`src/tcw_mod_unit.sv`:
```
// Remainder unit: value modulo a constant divisor by reciprocal multiplication.
// No package dependencies; used by the top level for tab stops.
module tcw_mod_unit #(
  parameter int VALUE_W = 11,
  parameter int DIVISOR = 8
) (
  input  logic                       clk,
  input  logic                       rst,
  input  logic                       start,
  input  logic [VALUE_W-1:0]         value,
  output logic                       done,
  output logic [$clog2(DIVISOR)-1:0] rem
);

  localparam int REM_W   = $clog2(DIVISOR);
  localparam int SHIFT   = VALUE_W + REM_W;
  localparam int RECIP_W = VALUE_W + 1;
  localparam int PROD_W  = VALUE_W + RECIP_W;
  localparam int QUOT_W  = PROD_W - SHIFT;

  // Rounded-up reciprocal of the divisor; with this shift the quotient is exact for
  // every value that fits in VALUE_W bits.
  localparam logic [RECIP_W-1:0] RECIP =
    RECIP_W'(((longint'(1) << SHIFT) + longint'(DIVISOR) - longint'(1)) / longint'(DIVISOR));

  logic [VALUE_W-1:0] value_hold;
  logic [QUOT_W-1:0]  quot;
  logic               pending;
  logic [PROD_W-1:0]  product;

  // Reciprocal product of the incoming value; its top bits are the quotient.
  assign product = PROD_W'(value) * PROD_W'(RECIP);

  // Control: done follows the start pulse through the pending register, with the remainder.
  always_ff @(posedge clk) begin
    if (rst) begin
      pending <= 1'b0;
      done    <= 1'b0;
    end else begin
      pending <= start;
      done    <= pending;
    end
  end

  // Quotient registered on start, remainder by multiply and subtract while pending.
  always_ff @(posedge clk) begin
    if (start) begin
      value_hold <= value;
      quot       <= product[PROD_W-1:SHIFT];
    end
    if (pending) begin
      rem <= REM_W'(value_hold - VALUE_W'(quot * DIVISOR));
    end
  end

endmodule

```
`config.mk`:
```
export PLATFORM = sky130hd
export DESIGN_NAME = tcw_mod_unit
export DESIGN_NICKNAME = d
export VERILOG_FILES = /design/src/tcw_mod_unit.sv
export SDC_FILE = /design/constraint.sdc
export NUM_CORES = 1
export LEC_CHECK = 0
export BUFFER_PORTS_ARGS = -buffer_cell sky130_fd_sc_hd__buf_2
export CAP_MARGIN = 30
export CORE_AREA = 3 3 40 42
export DETAILED_ROUTE_END_ITERATION = 10
export DIE_AREA = 0 0 43 45
export PLACE_DENSITY_LB_ADDON = 0.2
export SYNTH_ARGS = -nofsm -noshare
export SYNTH_HDL_FRONTEND = slang
export SYNTH_SLANG_ARGS = --single-unit
```
`constraint.sdc`:
```
create_clock -name clk -period 0.8 [get_ports clk]
set_input_delay 0.08 -clock clk [delete_from_list [all_inputs] [get_ports clk]]
set_output_delay 0.08 -clock clk [all_outputs]
set_load 0.01 [all_outputs]
```
# After elaboration in Yosys (flattened, before gate mapping)
# Cells that the tools add are included.
# classes
add_sub_neg,1
# ops
cell,n
$sub 3x1->3 const B,1
# totals
in_bits,14
elab_cells,5
out_inout_bits,4
reg_bits,8

# Logic depth before layout (Yosys ltp)
# logic_depth
ltp_word,1
ltp_mapped,1
depth_no_buf,1

# Worst setup path before layout
# No wires, ideal clock.
# synth_timing
kind,reg2reg
start,reg pending
end,"reg rem[0], enable pin"
setup_ps,304
setup_slack_ps,154
required_time_ps,496
path_stages_with_launch,1
path_buffers,0
period_less_slack_ps,646
arrival_ps,342
path_cell_list,dfxtp_1
# synth_lines
item,line,text
start: declaration,28,logic pending;
start signal: assignment,40,pending <= start;
end signal: assignment,52,rem <= REM_W'(value_hold - VALUE_W'(quot * DIVISOR));
end: declaration,12,output logic [$clog2(DIVISOR)-1:0] rem
# No word-level cell between the ends.

# Worst setup path after layout
# layout_timing
start,reg rem[1]
end,out rem[1]
# No word-level cell between the ends.

==> impl_metrics.env <==
export IMPL_core_um2=1285
export IMPL_die_area_um2=1935
export IMPL_leakagePower_uw=0.0001373
export IMPL_post_cts_resized=0
export IMPL_nets=40
export IMPL_finClkSkew_ns=0.001883
export IMPL_hold_depth=1
export IMPL_start_kind="flop"
export IMPL_fmax_mhz=1222
export IMPL_drt_pass1_iter_count=4
export IMPL_ios=18
export IMPL_syn2layout_area_growth_pct=45.70
export IMPL_portBuffers=9
export IMPL_ys_types=3
export IMPL_grtUsageTotal_pct=3.794
export IMPL_finalWorstSetupSlack_ns=-0.01833
export IMPL_mappedNetlistArea_um2=232.7
export IMPL_yosysWarnings=0
export IMPL_syn_nets=24
export IMPL_slew_headroom_pct=89.87
export IMPL_seq_area_frac_synth_pct=94.62
export IMPL_grt_pass1_wl_um=441
export IMPL_finalMaxSlewViolations=0
export IMPL_grt_start_max_net_pins=5
export IMPL_drt_iter0_markers=3
export IMPL_grt_pass1_vias=118
export IMPL_cp_depth=1
export IMPL_fin_crit_ns=0.8183
export IMPL_die_h_um=45
export IMPL_hold_viol=0
export IMPL_fin_crit_sh_pct=102.3
export IMPL_via_per_inst=3.154
export IMPL_synth_top_area_share_pct=77.42
export IMPL_htree_levels=1
export IMPL_synth_cells=10
export IMPL_root_buffer="clkbuf_4"
export IMPL_synth_simple_area_share_pct=5.376
export IMPL_die_w_um=43
export IMPL_worstPathMaxFanout=1
export IMPL_yosysTopAreaCell="edfxtp_1"
export IMPL_clk_latency_ns=0.24
export IMPL_reg2reg_depth=0
export IMPL_crit_chain="buf_2"
export IMPL_rows=13
export IMPL_multiInputGateArea_um2=12.51
export IMPL_critPathMaxStageDelay_ns=0.35
export IMPL_cp_required_ns=0.72
export IMPL_rsz0062_at_grt="true"
export IMPL_drt_total_wl_um=283
export IMPL_synth_fa_ha_area_share_pct=0
export IMPL_peakVddDrop_mv=1.096
export IMPL_fill_cells=132
export IMPL_cts_path_max_buffers=2
export IMPL_synth_compound_area_share_pct=0
export IMPL_antenna_cells=0
export IMPL_cts_setup_buffers=0
export IMPL_antenna_found_initial=0
export IMPL_wl_per_cell_um=7.256
export IMPL_synth_xor_area_share_pct=0
export IMPL_cts_made_buffers=3
export IMPL_hold_path_class="in2reg"
export IMPL_ant_nets=0
export IMPL_synth_avg_cell_area_um2=23.27
export IMPL_cp_arrival_ns=0.74
export IMPL_finalSetupTns_ns=-0.04157
export IMPL_muxShareOfSynthArea_pct=0
export IMPL_cts_sinks=8
export IMPL_violations="negative setup slack"
export IMPL_cts_tree="yes"
export IMPL_ys_ff_latch=8
export IMPL_drc=0
export IMPL_critPathKind="reg2out"
export IMPL_worst_pin_slew_ns=0.1517
export IMPL_yosys_top_cells_area="edfxtp_1 77%, dfxtp_1 17%, nor2b_1 5.4%"
export IMPL_clk_pin_slew_ns=0.05
export IMPL_gr_total_overflow=0
export IMPL_timing_critical_path_buf_inv=1
export IMPL_critPathTopFamily="flip-flops"
export IMPL_status="finished, violations left"
export IMPL_place_congestion=0.5479
export IMPL_drv_cap=0
export IMPL_synth_top_family_by_area="simple AND/OR/NAND/NOR gates"
export IMPL_fin_hold_ws_ns=0.009962
export IMPL_setup_viol=3
export IMPL_worstSetupEndpointType="output pin"
export IMPL_final_layout_size_suffix_gt1_share_pct=50.00
export IMPL_register_area_um2=220.2
export IMPL_slowest_stage="edfxtp_1"
export IMPL_p_per_area_nw_per_um2=2413
export IMPL_vias=123
export IMPL_initial_core_util_pct=18.11
==> stage by stage <==
stage	util (%)	cells	instance area [um^2]	setup WS, ns	power (uW)
4_1_cts	24.83	37	319.1	-0.03370	824.9
2_1_floorplan	-	10	232.7	0.1535	505.0
3_3_place_gp	23.08	34	296.5	0.1342	531.0
6_report	26.39	39	339.1	-0.01833	818.0
3_5_place_dp	23.08	34	296.5	0.1286	532.8
5_1_grt	26.39	39	339.1	-0.05957	871.2
==> kinds of logic after synthesis <==
group            count (synthesis)
DFF                              8
and+or+nand+nor                  2
==> synthesized netlist by cell type <==
library cell	instances
nor2b_1	2
dfxtp_1	2
edfxtp_1	6
==> cells in the final DEF (no fill, tap or decap), drive strengths merged <==
cell / netlist / routed
dlygate4sd3: 0 / 2
dfxtp: 2 / 2
buf: 0 / 9
nor2b: 2 / 2
edfxtp: 6 / 6
clkbuf: 0 / 3
==> sequential cells by signal (all words and copies together), names as in the netlist <==
name,flops
rem,3
pending,1
done,1
value_hold,3
==> power by group <==
part	internal, uW	total, uW	switching (uW)	leakage [uW]
Clock	170	287	116	0.0000138
Combinational	25.5	44.1	18.6	0.0000494
Sequential	479	487	8.19	0.0000741
==> final cells by class <==
cell class / count / area share [%]
sequential: 8 / 64.94
tap: 15 / 5.535
clock buffer: 3 / 6.642
timing repair buffer: 11 / 19.19
multi-input combinational: 2 / 3.690
==> worst paths after layout <==
kind	from	end	slack, ns
setup / recovery	rem[1]	rem[1]	-0.02
hold / removal	value[2]	value_hold[2]	0.01
setup reg to reg	pending	rem[1]	0.12
hold reg to reg	value_hold[1]	rem[1]	0.41
==> layer usage <==
metal	track usage, %	up-vias	part of all wire, %
met5	0	-	0
met4	1.807	0	0
met3	6.375	0	20
met2	2.994	10	34
met1	4.000	49	46
li1	-	64	-
==> what timing repair did <==
| action | CTS | global route |
|---|---|---|
| hold buffers | 0 | 2 |
| hold endpoints to repair | 0 | 2 |
| setup endpoints to repair | 3 | 3 |
(Power assumes the default switching activity.)
